--- src/sv/lfx_pkg.sv ---
// ----------------------------------------------------------------------------
// lfx_pkg
// Shared types and constants for the lagged-Fibonacci XOR random word source.
// ----------------------------------------------------------------------------
package lfx_pkg;

	localparam int WORD_W = 32;
	localparam int IDX_W  = 8;

	// Lags behind the write pointer
	localparam int LAG_SHORT = 24;
	localparam int LAG_LONG  = 55;
	localparam int LAG_OUT   = 61;

	typedef enum logic {
		CMD_GENERATE = 1'b0,
		CMD_LOAD     = 1'b1
	} cmd_t;

	typedef struct packed {
		logic shift;
		logic load;
	} cell_ctrl_t;

endpackage

--- src/sv/lfx_obuf.sv ---
// ----------------------------------------------------------------------------
// lfx_obuf
// Two-entry output buffer: a head register that drives the port and a skid
// register that catches a beat while the head is stalled.
// ----------------------------------------------------------------------------
module lfx_obuf (
	input  logic                           clk,
	input  logic                           arst_n,
	input  logic                           push,
	input  logic [lfx_pkg::WORD_W-1:0]     push_data,
	output logic                           full,
	output logic                           word_valid,
	input  logic                           word_ready,
	output logic [lfx_pkg::WORD_W-1:0]     random_word
);

	logic                       head_valid_q;
	logic                       skid_valid_q;
	logic [lfx_pkg::WORD_W-1:0] head_q;
	logic [lfx_pkg::WORD_W-1:0] skid_q;
	logic                       head_free;

	assign head_free = !head_valid_q || word_ready;

	always_ff @(posedge clk or negedge arst_n) begin
		if (!arst_n) begin
			head_valid_q <= 1'b0;
			skid_valid_q <= 1'b0;
		end else if (head_free) begin
			if (skid_valid_q) begin
				head_valid_q <= 1'b1;
				skid_valid_q <= push;
			end else begin
				head_valid_q <= push;
			end
		end else if (push) begin
			skid_valid_q <= 1'b1;
		end
	end

	always_ff @(posedge clk) begin
		if (head_free) begin
			if (skid_valid_q) begin
				head_q <= skid_q;
				skid_q <= push_data;
			end else begin
				head_q <= push_data;
			end
		end else if (push) begin
			skid_q <= push_data;
		end
	end

	assign full        = skid_valid_q;
	assign word_valid  = head_valid_q;
	assign random_word = head_q;

endmodule
--- config.mk ---
export PLATFORM = sky130hd
export DESIGN_NAME = lfx_obuf
export DESIGN_NICKNAME = d
export VERILOG_FILES = /design/src/sv/lfx_pkg.sv /design/src/sv/lfx_obuf.sv
export SDC_FILE = /design/constraint.sdc
export NUM_CORES = 1
export LEC_CHECK = 0
export ABC_AREA = 1
export BUFFER_PORTS_ARGS = -buffer_cell sky130_fd_sc_hd__buf_2
export CAP_MARGIN = 0
export CORE_MARGIN = 10
export CORE_UTILIZATION = 46
export CTS_CLUSTER_DIAMETER = 40
export DETAILED_ROUTE_END_ITERATION = 16
export PLACE_DENSITY = 0.8
export SYNTH_ARGS = -nofsm -noshare
export SYNTH_HDL_FRONTEND = slang
export SYNTH_SLANG_ARGS = --single-unit
export TNS_END_PERCENT = 100
--- constraint.sdc ---
create_clock -name clk -period 2.1 [get_ports clk]
set_input_delay 0 -clock clk [delete_from_list [all_inputs] [get_ports clk]]
set_output_delay 0 -clock clk [all_outputs]
set_load 0.02 [all_outputs]
==> results of run 1 <==
layer usage:
layer / global-route usage / share of wire / up-vias / wire length (um)
met5: 0 / 0 / - / 0
met4: 0.0463 / 0.0072 / 0 / 40
met3: 0.0663 / 0.088 / 5 / 487
met2: 0.220 / 0.51 / 58 / 2800
met1: 0.150 / 0.40 / 793 / 2190
li1: - / - / 835 / -
Yosys cell counts:
master    number  area [um2]
buf_4          2        15.0
buf_6          4        45.0
buf_8          1        15.0
dfrtp_1        2        50.1
edfxtp_1      64        1920
inv_1          1        3.75
inv_8          1        11.3
nand2_1       93         349
nand2_2       10        62.6
nand3_1        1        5.00
nor2_1         1        3.75
power groups by stage:
| stage | clock network, mW | registers, mW | logic, mW |
|---|---|---|---|
| floorplan | 0 | 1.84 | 0.219 |
| global placement | 0 | 1.72 | 0.500 |
| detailed placement | 0 | 1.73 | 0.517 |
| CTS | 0.868 | 1.70 | 0.573 |
| global route | 0.928 | 1.71 | 0.630 |
| finish | 0.845 | 1.70 | 0.566 |
stage by stage:
step / std cells / util
floorplan: 180 / -
global placement: 317 / 0.560
detailed placement: 317 / 0.560
CTS: 368 / 0.659
global route: 368 / 0.659
finish: 368 / 0.659
sequential cells by signal, summed over array words and instances, names as in the netlist:
register     cells
word_valid       1
random_word     32
full             1
skid_q          32
logic make-up after synthesis:
kind of cell | after synthesis | share of synthesized area
simple gates | 105 | 0.169
buf+inv | 9 | 0.0363
flops | 66 | 0.794
worst max-delay path by stage:
stage | start | end | slack, ns | depth (start not counted)
2_1_floorplan | word_valid | skid_q[0] | 0.21 | 3
6_report | full | skid_q[29] | 0.45 | 4
5_1_grt | full | skid_q[2] | 0.36 | 4
3_3_place_gp | full | skid_q[4] | 0.50 | 4
3_5_place_dp | full | skid_q[1] | 0.44 | 4
4_1_cts | full | skid_q[1] | 0.43 | 4
layout make-up:
cell class	count	area [um2]	share of cell area
inverter	2	15.0	0.00441
sequential	66	1970	0.579
timing repair buffer	110	756	0.222
multi-input combinational	105	425	0.125
tap	70	87.6	0.0257
clock inverter	4	20.0	0.00588
clock buffer	11	131	0.0386
timing repair:
action	in CTS	in global routing
hold buffers	36	0
setup endpoints to repair	0	0
gates resized for setup	0	0
hold endpoints to repair	68	0
worst max-delay path: cells and delay by family, from the launching register on:
kind                   cells  cell delay [ns]
buffers and inverters      2             0.47
AND/OR/NAND/NOR            2             0.43
flip-flops                 1             0.46
==> metrics.csv, run 1 <==
metric;value;unit
status;finished, final reports clean;
setup_viol;0;
fillers;373;
hp-start;push_data[24];
portBuffers;69;
ys_types;11;
nets;330;
fmax;605;MHz
r2r-end;skid_q[29];
fin_ws;0.446;ns
clkPwrFrac;0.271;
slew_viol_final;0;
post-cts-setup-buffers;0;
endpoint_kind;flop;
p_leak;1.51;nW
area_growth;37.2;%
fin_skew;0.00548;ns
syn_area;2480;um2
worst-path-max-fanout;17;
p_comb_frac;0.182;
worst_r2r_path_depth;4;
final_antenna_net_count;0;
row_count;26;
design.core.area;5170;um2
seqPwrFrac;0.547;
cts_max_level;3;
first_iter_violations;60;
layout_commonest_cell;nand2_1;
hold_path_class;in2reg;
cts_buffer_depth;2;
p_per_area;914;nW/um2
grt_pass1_vias;1840;
path_class;reg2reg;
finalSetupTns;0;ns
final_area;3410;um2
grt_max_degree;34;
cts_tree;done;
max_stage_delay;0.46;ns
start_util;0.480;
vias;1691;
drive_gt1_frac;0.329;
clock_sinks;66;
pre_cts_slack;0.442;ns
crit_chain;buf_4 -> nand2_1 -> nand2_2 -> buf_12;
rrSetupSlack;0.45;ns
synth_fp_nets;216;
grt-ovfl-total;0;
grt_first_pass_wirelength;9160;um
die_y;93.5;um
vdd_ir_drop_max;0.552;mV
drc;0;
gp_congestion;0.677;
final_cell_mix;91 x nand2_1, 69 x buf_2, 64 x edfxtp_1;
crit_arrival;1.69;ns
io_pins;70;
startpoint_type;flop;
grt_setup_unrepaired;no;
drt_wl_total;5520;um
chipWidth;93.5;um
via_per_inst;4.60;
hold_viol;0;
numCtsBuffers;9;
min_delay_path_depth;2;
syn_inst;180;
dpl_cell_area;2900;um2
grt_use_total;0.135;
worstHoldEndpoint;skid_q[24];
antenna_found_initial;0;
maxSlewHeadroom;0.715;
worst_pin_slew;0.425;ns
ys_ff_latch;66;
totalPowerFinal;3.11;mW
dieArea;8730;um2
detailed_place_hpwl;3700;um
syn_area_per_cell;13.8;um2
diodes;0;
cp_slowest_cell;dfrtp_1;
p_int;2.27;mW
cp.required;2.14;ns
synth-warning-count;0;
root_buffer;clkbuf_8;
yosysSeqAreaShare;0.794;
hold_slack;0.399;ns
p_switching;0.845;mW
drt_first_pass_iters;4;
clkSlewWorstSetupHoldPaths;0.06;ns
clock_latency;0.33;ns
timing.final.crit_share;0.788;
wl_per_cell;15.0;um
swShare;0.271;
r2r-start;full;
post-route-min-period;1.65;ns
maxCapViolations;0;
Power figures use the tool's default switching activity.
==> run 2, diff against run 1 <==
==> constraint.sdc (replaced) <==
create_clock -name clk -period 1.4 [get_ports clk]
set_input_delay 0 -clock clk [delete_from_list [all_inputs] [get_ports clk]]
set_output_delay 0 -clock clk [all_outputs]
set_load 0.02 [all_outputs]
==> run 2 against run 1 <==
Sequential power is 50% higher. Clock skew is 0.0019 ns lower. Critical path depth stayed put. Hold slack worse by 0.37 ns. Via count is 2.4% lower. First-iteration DRC count is 3.3% higher. Flip-flop and latch count stayed put. Total power is 48% higher. Combinational power is 48% higher. Core utilization is 0.24 points lower. Highest routed layer unchanged.
==> metrics.csv, run 2 (same netlist as run 1, synthesis figures left out) <==
metric;value;unit;change
status;finished, final reports clean;;
worst-path-max-fanout;32;;+15
slew_viol_final;0;;unchanged
hold_path_class;in2async;;
antenna_found_initial;0;;unchanged
fin_cells;365;;-0.82%
first_iter_violations;62;;+3.3%
drc;0;;unchanged
maxCapViolations;0;;unchanged
post-cts-setup-buffers;0;;unchanged
row_count;26;;unchanged
cp.required;1.42;ns;-0.72 ns
nets;328;;-0.61%
grt_pass1_vias;1751;;-4.8%
cts_buffer_depth;2;;unchanged
drt_wl_total;5220;um;-5.5%
cp.buffers_inverters;0;;-2
numCtsBuffers;9;;unchanged
endpoint_kind;flop;;
p_leak;1.49;nW;-0.76%
utilization;0.656;;-0.00242
totalPowerFinal;4.61;mW;+48%
design.core.area;5170;um2;unchanged
post-route-min-period;1.29;ns;-0.361 ns
hold_viol;0;;unchanged
via_per_inst;4.52;;-1.6%
root_buffer;clkbuf_8;;
crit_chain;nand2_8 -> nand2_1 -> nand2_1 -> nand2_8;;
clkSlewWorstSetupHoldPaths;0.06;ns;about the same
layout_commonest_cell;nand2_1;;
grt_use_total;0.128;;-0.00738
final_area;3390;um2;-0.37%
maxSlewHeadroom;0.730;;+0.0145
drt_first_pass_iters;4;;unchanged
dp_cells;317;;unchanged
fmax;773;MHz;+28%
worst_pin_slew;0.405;ns;-0.0202 ns
chipWidth;93.5;um;unchanged
post_cts_resized;0;;unchanged
clock_sinks;66;;unchanged
setup_viol;0;;unchanged
grt-ovfl-total;0;;unchanged
clock_latency;0.32;ns;about the same
die_y;93.5;um;unchanged
vdd_ir_drop_max;0.785;mV;+42%
crit_arrival;1.32;ns;-0.37 ns
path_class;reg2reg;;
finalSetupTns;0;ns;unchanged
cts_tree;done;;
cts_max_level;3;;unchanged
fin_skew;0.00363;ns;-0.00185 ns
grt_setup_unrepaired;no;;
dpl_cell_area;2910;um2;+0.56%
wl_per_cell;14.3;um;-4.7%
cp_slowest_cell;dfrtp_2;;
portBuffers;69;;unchanged
dieArea;8730;um2;unchanged
detailed_place_hpwl;3410;um;-7.7%
io_pins;70;;unchanged
p_per_area;1360;nW/um2;+48%
grt_max_degree;33;;-2.9%
grt_first_pass_wirelength;8670;um;-5.4%
gp_congestion;0.676;;-0.15%
final_antenna_net_count;0;;unchanged
critPathTopFamily;simple AND/OR/NAND/NOR gates;;
timing.final.crit_share;0.923;;+0.136
area_growth;36.7;%;
max_stage_delay;0.45;ns;about the same
diodes;0;;unchanged
start_util;0.480;;unchanged
cts_hold_buffers;34;;-5.6%
startpoint_type;flop;;
vias;1651;;-2.4%
final_cell_mix;91 x nand2_1, 69 x buf_2, 64 x edfxtp_1;;
drive_gt1_frac;0.329;;about the same
run 2: cell count changes in the layout (fill, tap and decap cells not counted), moves of 2 or more:
cell and change:
nand2_2 -2, nand2_8 +2, clkbuf_1 +2, dlygate4sd3_1 -2
run 2: layout make-up:
type,instances,area [um2]
flip-flops and latches,66,1970
fillers,400,1780
repair buffers,108,723
multi-input cells,105,453
clock buffers,13,139
well taps,70,87.6
inverters,2,15.0
clock inverters,1,3.75
run 2: final timing paths:
kind	endpoint	cells past startpoint	startpoint	slack, ns
hold / removal	full	2	arst_n	0.03
setup / recovery	skid_q[8]	4	word_valid	0.11
max in group asynchronous	word_valid	2	arst_n	1.27
setup reg to reg	skid_q[8]	4	word_valid	0.11
min in group clk	full	4	word_ready	0.03
hold reg to reg	random_word[31]	2	skid_q[31]	0.52
run 2: worst reg2reg max path, stage by stage (launching register included):
cell and delay [ns]:
dfrtp_2 0.45, nand2_8 0.12, nand2_1 0.06, nand2_1 0.16, nand2_8 0.21
run 2: where the power goes:
| part | leakage, nW | switching, mW | internal (mW) |
|---|---|---|---|
| clock | 0.0710 | 0.602 | 0.620 |
| sequential | 0.657 | 0.0639 | 2.48 |
| combinational | 0.766 | 0.542 | 0.294 |
run 2: metal layers:
layer  vias to the layer above  part of all wire  track usage
met3                         5             0.079       0.0488
met4                         0            0.0092       0.0617
met1                       767              0.40        0.141
met2                        53              0.51        0.212
met5                         -                 0            0
li1                        826                 -            -
run 2: per-stage QoR:
stage	hold slack, ns	setup WS (ns)
floorplan	-0.296	0.0156
global placement	-0.211	0.135
detailed placement	-0.207	0.0905
CTS	0.0102	0.0753
global route	0.0372	0.00192
finish	0.0254	0.107
