$ cat src/sv/lfx_pkg.sv
// ----------------------------------------------------------------------------
// lfx_pkg
// Shared types and constants for the lagged-Fibonacci XOR random word source.
// ----------------------------------------------------------------------------
package lfx_pkg;

	localparam int WORD_W = 32;
	localparam int IDX_W  = 8;

	// Lags behind the write pointer
	localparam int LAG_SHORT = 24;
	localparam int LAG_LONG  = 55;
	localparam int LAG_OUT   = 61;

	typedef enum logic {
		CMD_GENERATE = 1'b0,
		CMD_LOAD     = 1'b1
	} cmd_t;

	typedef struct packed {
		logic shift;
		logic load;
	} cell_ctrl_t;

endpackage

$ cat src/sv/lfx_cell.sv
// ----------------------------------------------------------------------------
// lfx_cell
// One word of the lag ring: takes its neighbor's word on a shift, or a seed
// word on a load.
// ----------------------------------------------------------------------------
module lfx_cell (
	input  logic                           clk,
	input  lfx_pkg::cell_ctrl_t            ctrl,
	input  logic [lfx_pkg::WORD_W-1:0]     shift_in,
	input  logic [lfx_pkg::WORD_W-1:0]     load_value,
	output logic [lfx_pkg::WORD_W-1:0]     word
);

	logic [lfx_pkg::WORD_W-1:0] word_q;

	always_ff @(posedge clk) begin
		if (ctrl.load) begin
			word_q <= load_value;
		end else if (ctrl.shift) begin
			word_q <= shift_in;
		end
	end

	assign word = word_q;

endmodule

$ cat config.mk
export PLATFORM = sky130hd
export DESIGN_NAME = lfx_cell
export DESIGN_NICKNAME = d
export VERILOG_FILES = /design/src/sv/lfx_pkg.sv /design/src/sv/lfx_cell.sv
export SDC_FILE = /design/constraint.sdc
export NUM_CORES = 1
export LEC_CHECK = 0
export BUFFER_PORTS_ARGS = -buffer_cell sky130_fd_sc_hd__buf_4
export CORE_ASPECT_RATIO = 1.5
export CORE_MARGIN = 4
export CORE_UTILIZATION = 45
export CTS_CLUSTER_DIAMETER = 50
export DETAILED_ROUTE_END_ITERATION = 10
export PLACE_DENSITY = 0.9
export SLEW_MARGIN = 5
export SYNTH_ARGS = -nofsm -noshare
export SYNTH_HDL_FRONTEND = slang
export SYNTH_SLANG_ARGS = --single-unit
export TNS_END_PERCENT = 10
$ cat constraint.sdc
create_clock -name clk -period 4.29 [get_ports clk]
set_input_delay 0.858 -clock clk [delete_from_list [all_inputs] [get_ports clk]]
set_output_delay 0.858 -clock clk [all_outputs]
set_load 0.1 [all_outputs]
==> impl_metrics.toml, run 1 <==
[die]
core_region_area_um2 = 3190
ios = 99
initial_core_util = 0.473
dieArea_um2 = 4360
dieWidth_um = 55.3
chipHeight_um = 78.9
num_rows = 25

[synthesis]
yosysWarnings = 0
seq_area_frac_synth = 0.637
synthesis.area_um2 = 1510
yosysTopAreaCellShare = 0.637
syn_inst = 69
ys_seq_elements = 32
synthDistinctLibCells = 6
syn_nets = 136
synth_area_leaders = "edfxtp_1, mux2_4, buf_12"
syn_area_per_cell_um2 = 21.9
synth_top_area_cell = "edfxtp_1"

[worst_setup_path]
required_ns = 4.23
startpoint_type = "input pin"
cp_cell_sequence = "buf_4, or2_1, buf_4"
crit_path_end_kind = "register"
path_class = "in2reg"
arrival_ns = 1.86
path_max_fanout = 33
cpMostUsedCell = "buf_4"
crit_path_max_incr_delay_ns = 0.45
slowest_stage = "buf_4"

[sta]
fin_setup_tns_ns = 0
finalSetupViolations = 0
finalCritPeriodShare = 0.450
relSlewSlack = 0.623
whs_ns = 0.872
tightest_slew_ns = 0.566
finalHoldViolCount = 0
finalMaxSlewViolations = 0
min_period_ns = 1.93
rsz0062_at_grt = "no"
max_freq_ghz = 0.518

[routing]
drt-total-wl_um = 3330
wl_per_cell_um = 15.7
drt-vias-per-instance = 4.75
drt_iter0_markers = 19
firstDrtPassIters = 2
via_count = 1007
drc = 0
drtAntennaViolNets = 0

[cells_and_area]
antenna_cells = 0
largest_register_ffs = 32
fin_nets = 238
syn_to_final_growth_pct = 53.2
drive_above_1_share = 0.791

[cts]
cts_tree = "done"
holdBufCountCts = 0
clockBufferDepth = 2
cts_resized = 0
cts_buffers = 5
cts_setup_buffers = 0
path_clk_slew_ns = 0.06
cts_max_level = 2
cts.sinks = 32
cts-root-buf = "clkbuf_8"

[power_and_ir_drop]
cell_internal_pwr_uw = 610
p_leak_nw = 1.09
p_seq_frac = 0.390
p_switching_uw = 398
peakVddDrop_uv = 295
swShare = 0.395
combPwrFrac = 0.401
power_density_nw_per_um2 = 436
clockPowerShare = 0.209

[grt]
grt_max_degree = 34
grt_pass1_wl_um = 5180
grtUsageTotal = 0.163
antenna_found_initial = 0
grt_overflow = 0
grt_pass1_vias = 1097

[hold_path]
hp-class = "in2reg"
hold_depth = 2

[run]
cap_violations = 0

[placed_design]
portBuffers = 98
gp_congestion = 0.809

[status]
status = "finished, final reports clean"
cell type report:
| class | instances | area [µm²] |
|---|---|---|
| multi-input cells | 33 | 475 |
| repair buffers | 99 | 743 |
| clock inverters | 1 | 3.75 |
| well taps | 40 | 50.0 |
| flip-flops and latches | 32 | 961 |
| clock buffers | 7 | 76.3 |
| fillers | 229 | 881 |
cells by family (layout without fill, tap and decap cells):
| logic type | count (synthesis) | count (layout) | share of synthesized area |
|---|---|---|---|
| muxes | 32 | 32 | 0.311 |
| buffers and inverters | 4 | 107 | 0.0473 |
| and+or+nand+nor | 1 | 1 | 0.00415 |
| DFF | 32 | 32 | 0.637 |
power by group through the flow:
| stage | Sequential (mW) | Combinational [mW] | Clock [mW] |
|---|---|---|---|
| 3_5_place_dp | 0.400 | 0.406 | 0 |
| 2_1_floorplan | 0.651 | 0.0553 | 0 |
| 6_report | 0.393 | 0.404 | 0.211 |
| 5_1_grt | 0.396 | 0.415 | 0.239 |
| 4_1_cts | 0.394 | 0.407 | 0.217 |
| 3_3_place_gp | 0.399 | 0.402 | 0 |
critical path: cells and delay by family:
| family | cells | cell delay, ns |
|---|---|---|
| buffers and inverters | 2 | 0.80 |
| and+or+nand+nor | 1 | 0.18 |
per-layer routing:
metal	vias up	GRT usage	share of wire
met5	-	0	0
met3	11	0.0602	0.078
met4	0	0.114	0.039
met2	56	0.305	0.59
li1	470	-	-
met1	470	0.137	0.29
cells in the mapped netlist, drive strengths merged:
| master | n |
|---|---|
| edfxtp | 32 |
| mux2 | 32 |
| buf | 4 |
| or2 | 1 |
stage by stage:
step / setup WS [ns] / area (µm²) / utilization / std cells / power (mW)
after floorplan: 2.02 / 1510 / - / 69 / 0.706
after global placement: 2.12 / 2230 / 0.699 / 204 / 0.800
after detailed placement: 2.06 / 2230 / 0.699 / 204 / 0.806
after CTS: 2.36 / 2310 / 0.724 / 212 / 1.02
after global routing: 2.31 / 2310 / 0.724 / 212 / 1.05
final: 2.36 / 2310 / 0.724 / 212 / 1.01
path summary, 6_finish.rpt:
kind / from / endpoint / slack [ns]
setup / recovery: ctrl[0] / word[3]$_DFFE_PP_ / 2.36
hold / removal: shift_in[23] / word[23]$_DFFE_PP_ / 0.87
placed cells by master, fill, tap and decap left out:
master / Yosys / routed
clkinv_1: 0 / 1
buf_4: 0 / 99
or2_1: 1 / 1
mux2_2: 3 / 3
edfxtp_1: 32 / 32
clkbuf_8: 0 / 5
clkbuf_1: 0 / 2
mux2_4: 29 / 29
Power figures use the tool's default switching activity.
==> run 2: changes to the inputs <==
- CORE_UTILIZATION: 45 -> 41
- PLACE_DENSITY: 0.9 -> 0.83
- clock period: 4.29 -> 1.8 ns (I/O delays scaled with it)
==> run 2 against run 1 <==
  * Worst hold slack lost 0.49 ns
  * Clock-buffer cell count is 2 lower
  * Worst setup slack worse by 1.8 ns
  * Power grew to 2.5 times the previous value
  * Sequential share of layout area is 1.3 points lower
  * First-iteration DRC count decreased by 74%
  * Non-clock buffer count rose by 3
  * Combinational power rose by 140%
  * Cell count up 2.4%
  * Final area up 3.3%
  * Die area up 8.5%
  * Largest cell class unchanged
==> impl_metrics.toml, run 2 (same netlist as run 1, synthesis figures left out) <==
[sta]
min_period_ns = 1.26
rsz0062_at_grt = "no"
tightest_slew_ns = 0.297
max_freq_ghz = 0.795
finalHoldViolCount = 0
finalSetupViolations = 0
relSlewSlack = 0.802
finalCritPeriodShare = 0.699
fin_setup_tns_ns = 0
finalMaxSlewViolations = 0
whs_ns = 0.380

[worst_setup_path]
startpoint_type = "register"
path_class = "reg2out"
cp_cell_sequence = "buf_4"
required_ns = 1.44
path_max_fanout = 1
slowest_stage = "edfxtp_1"
arrival_ns = 0.90
crit_path_max_incr_delay_ns = 0.33
crit_path_end_kind = "output pin"
path_buf_inv = 1
crit_family = "flip-flops"

[die]
ios = 99
initial_core_util = 0.433
chipHeight_um = 82.3
core_region_area_um2 = 3480
dieArea_um2 = 4730
dieWidth_um = 57.5
num_rows = 26

[placed_design]
portBuffers = 98
placedCellCount = 209
gp_congestion = 0.710

[cts]
cts.sinks = 32
cts_resized = 0
cts_tree = "done"
cts_max_level = 2
holdBufCountCts = 0
cts_buffers = 5
path_clk_slew_ns = 0.07
cts-root-buf = "clkbuf_8"
clockBufferDepth = 2
cts_setup_buffers = 0

[power_and_ir_drop]
power_density_nw_per_um2 = 1070
peakVddDrop_uv = 960
p_leak_nw = 1.13

[grt]
grt_overflow = 0
antenna_found_initial = 0
grt_max_degree = 33
grt_pass1_wl_um = 5280
grtUsageTotal = 0.156
grt_pass1_vias = 1089

[routing]
via_count = 1011
drt-total-wl_um = 3700
dr.max_layer_used = "met4"
met3_length_um = 192
met1Wirelength_um = 1040
drtAntennaViolNets = 0
drt_iter0_markers = 5
firstDrtPassIters = 4
drt-vias-per-instance = 4.66
wl_per_cell_um = 17.1
drc = 0
dr_wl_met2_um = 2350

[cells_and_area]
largest_register_ffs = 32
syn_to_final_growth_pct = 58.3
num-fill-cells = 236
drive_above_1_share = 0.800
final_cell_mix = "buf_4, edfxtp_1, mux2_4"
fin_cells = 217
final_core_util = 0.685
antenna_cells = 0
mostFrequentLayoutCell = "buf_4"
fin_nets = 241

[status]
status = "finished, final reports clean"

[hold_path]
hold_depth = 2
hold_end = "word[4]$_DFFE_PP_"
hp-class = "in2reg"
worstHoldStart = "load_value[4]"

[run]
cap_violations = 0
## run 2: cell types whose count changed in the layout (fill, tap and decap cells not counted), sizes merged
| cell | change |
|---|---|
| clkbuf | -2 |
| bufinv | +1 |
| buf | +3 |
| clkinv | +1 |
## run 2: layout make-up
type                       count  area (µm²)  area share
timing repair buffer         102         791       0.331
sequential                    32         961       0.403
clock buffer                   5        68.8      0.0288
tap                           42        52.6      0.0220
multi-input combinational     33         475       0.199
clock inverter                 3        37.5      0.0157
## run 2: layer usage
metal	vias to the layer above	global-route usage
met1	483	0.127
met2	42	0.320
met3	8	0.0435
li1	478	-
met4	0	0.0858
met5	-	0
## run 2: power breakdown
| part | internal [mW] | total (mW) | switching [mW] |
|---|---|---|---|
| logic | 0.280 | 0.976 | 0.696 |
| registers | 0.915 | 0.936 | 0.0208 |
| clock network | 0.403 | 0.646 | 0.243 |
| total | 1.60 | 2.56 | 0.960 |
## run 2: how the worst max path moves through the flow
stage                             startpoint                  to  slack, ns  cells past startpoint
after CTS                  word[8]$_DFFE_PP_             word[8]       0.53                      1
after global routing      word[25]$_DFFE_PP_            word[25]       0.50                      1
after global placement               ctrl[0]  word[24]$_DFFE_PP_       0.39                      3
after floorplan                      ctrl[0]   word[0]$_DFFE_PP_       0.03                      3
final                      word[1]$_DFFE_PP_             word[1]       0.54                      1
after detailed placement             ctrl[0]  word[27]$_DFFE_PP_       0.35                      3
## run 2: through the flow
stage,cell area [µm²],setup slack (ns),power [mW]
after CTS,2390,0.526,2.58
after detailed placement,2280,0.351,1.93
after floorplan,1510,0.0273,1.68
after global placement,2280,0.387,1.92
after global routing,2390,0.497,2.63
final,2390,0.541,2.56
==> run 3: changes to the inputs <==
- CORE_UTILIZATION: 41 -> 37
- PLACE_DENSITY: 0.83 -> 0.8
- clock period: 1.8 -> 1.07 ns (I/O delays scaled with it)
==> run 3 against run 2 <==
  * The run now ends with setup timing left
  * Routed wire length shrank 5.0%
  * Clock power up 34%
  * Worst hold slack worse by 0.15 ns
  * Utilization is 6.0 points lower
  * Critical path type unchanged
  * Largest cell class unchanged
==> impl_metrics.toml, run 3 (same netlist as run 1, synthesis figures left out) <==
[cells_and_area]
fin_cells = 218
largest_register_ffs = 32
syn_to_final_growth_pct = 64.1
num-fill-cells = 294
final_cell_mix = "buf_4, edfxtp_1, buf_6"
drive_above_1_share = 0.798
antenna_cells = 0
fin_nets = 239
mostFrequentLayoutCell = "buf_4"

[power_and_ir_drop]
cell_internal_pwr_mw = 2.55
peakVddDrop_uv = 1290
power_density_nw_per_um2 = 1700
power_mw = 4.20
p_leak_nw = 1.15
p_switching_mw = 1.65
combPwrFrac = 0.412
swShare = 0.392
clockPowerShare = 0.206
p_seq_frac = 0.383

[cts]
clockBufferDepth = 2
cts-root-buf = "clkbuf_8"
cts_max_level = 2
cts.sinks = 32
cts_buffers = 5
holdBufCountCts = 0
cts_setup_buffers = 0
path_clk_slew_ns = 0.07
cts_resized = 32
cts_tree = "done"

[sta]
rsz0062_at_grt = "yes"
finalCritPeriodShare = 1.03
timing.final.ws_setup_ns = -0.0292
fin_setup_tns_ns = -0.106
relSlewSlack = 0.714
finalSetupViolations = 14
max_freq_ghz = 0.910
tightest_slew_ns = 0.429
finalMaxSlewViolations = 0
finalHoldViolCount = 0
min_period_ns = 1.10

[worst_setup_path]
required_ns = 0.86
crit_path_max_incr_delay_ns = 0.41
path_buf_inv = 1
slowest_stage = "edfxtp_1"
path_class = "reg2out"
crit_path_end_kind = "output pin"
arrival_ns = 0.89
path_max_fanout = 1
crit_family = "flip-flops"
startpoint_type = "register"
cp_cell_sequence = "buf_6"

[placed_design]
placedCellCount = 210
portBuffers = 98
gp_congestion = 0.763

[hold_path]
hold_depth = 2
hp-class = "in2reg"
hold_end = "word[3]$_DFFE_PP_"
worstHoldStart = "shift_in[3]"

[routing]
firstDrtPassIters = 3
wl_per_cell_um = 16.1
drt-vias-per-instance = 4.58
drt-total-wl_um = 3520
via_count = 999
drc = 0
drt_iter0_markers = 7
drtAntennaViolNets = 0

[grt]
gr-usage-met3 = 0.0715
grtUsageTotal = 0.151
antenna_found_initial = 0
grt_overflow = 0
busiest_layer = "met2"
grt_max_degree = 33
gr-usage-met2 = 0.274
grtUsageMet1 = 0.139
grt_pass1_vias = 1185
grt_pass1_wl_um = 5480

[die]
dieArea_um2 = 5180
num_rows = 28
core_region_area_um2 = 3960
ios = 99
initial_core_util = 0.381
dieWidth_um = 60.1
chipHeight_um = 86.2

[status]
status = "finished, violations left"
violations = "setup timing"

[run]
cap_violations = 0
-- run 3: layout make-up --
type | instances | area (µm²) | area share
multi-input combinational | 33 | 478 | 0.193
clock buffer | 7 | 76.3 | 0.0308
timing repair buffer | 100 | 900 | 0.363
clock inverter | 1 | 3.75 | 0.00152
sequential | 32 | 961 | 0.388
tap | 45 | 56.3 | 0.0228
-- run 3: how the worst max path moves through the flow --
| stage | slack [ns] | cells after the start | startpoint | to |
|---|---|---|---|---|
| 3_5_place_dp | -0.08 | 2 | ctrl[0] | word[0]$_DFFE_PP_ |
| 6_report | -0.03 | 1 | word[7]$_DFFE_PP_ | word[7] |
| 4_1_cts | -0.05 | 1 | word[7]$_DFFE_PP_ | word[7] |
| 5_1_grt | -0.08 | 1 | word[24]$_DFFE_PP_ | word[24] |
| 2_1_floorplan | -0.05 | 0 | word[0]$_DFFE_PP_ | word[0] |
| 3_3_place_gp | -0.04 | 2 | ctrl[0] | word[3]$_DFFE_PP_ |
-- run 3: stage by stage --
step                      hold slack, ns  setup WS (ns)  area (µm²)   util
after floorplan                    0.431        -0.0480        1520      -
after global placement             0.515        -0.0394        2270  0.574
after detailed placement           0.518        -0.0829        2270  0.574
after CTS                          0.225        -0.0481        2470  0.624
after global routing               0.224        -0.0779        2470  0.625
final                              0.235        -0.0292        2470  0.625
-- run 3: metal layers --
layer / wire length [µm] / up-vias
met3: 367 / 4
met2: 2080 / 56
met4: 48 / 0
met1: 1030 / 464
li1: - / 475
met5: 0 / -
-- run 3: power by group through the flow --
stage	clock (mW)	combinational, mW	sequential (mW)
after floorplan	0	0.228	2.61
after global placement	0	1.63	1.61
after detailed placement	0	1.65	1.61
after CTS	0.893	1.74	1.61
after global routing	0.953	1.78	1.62
final	0.864	1.73	1.61
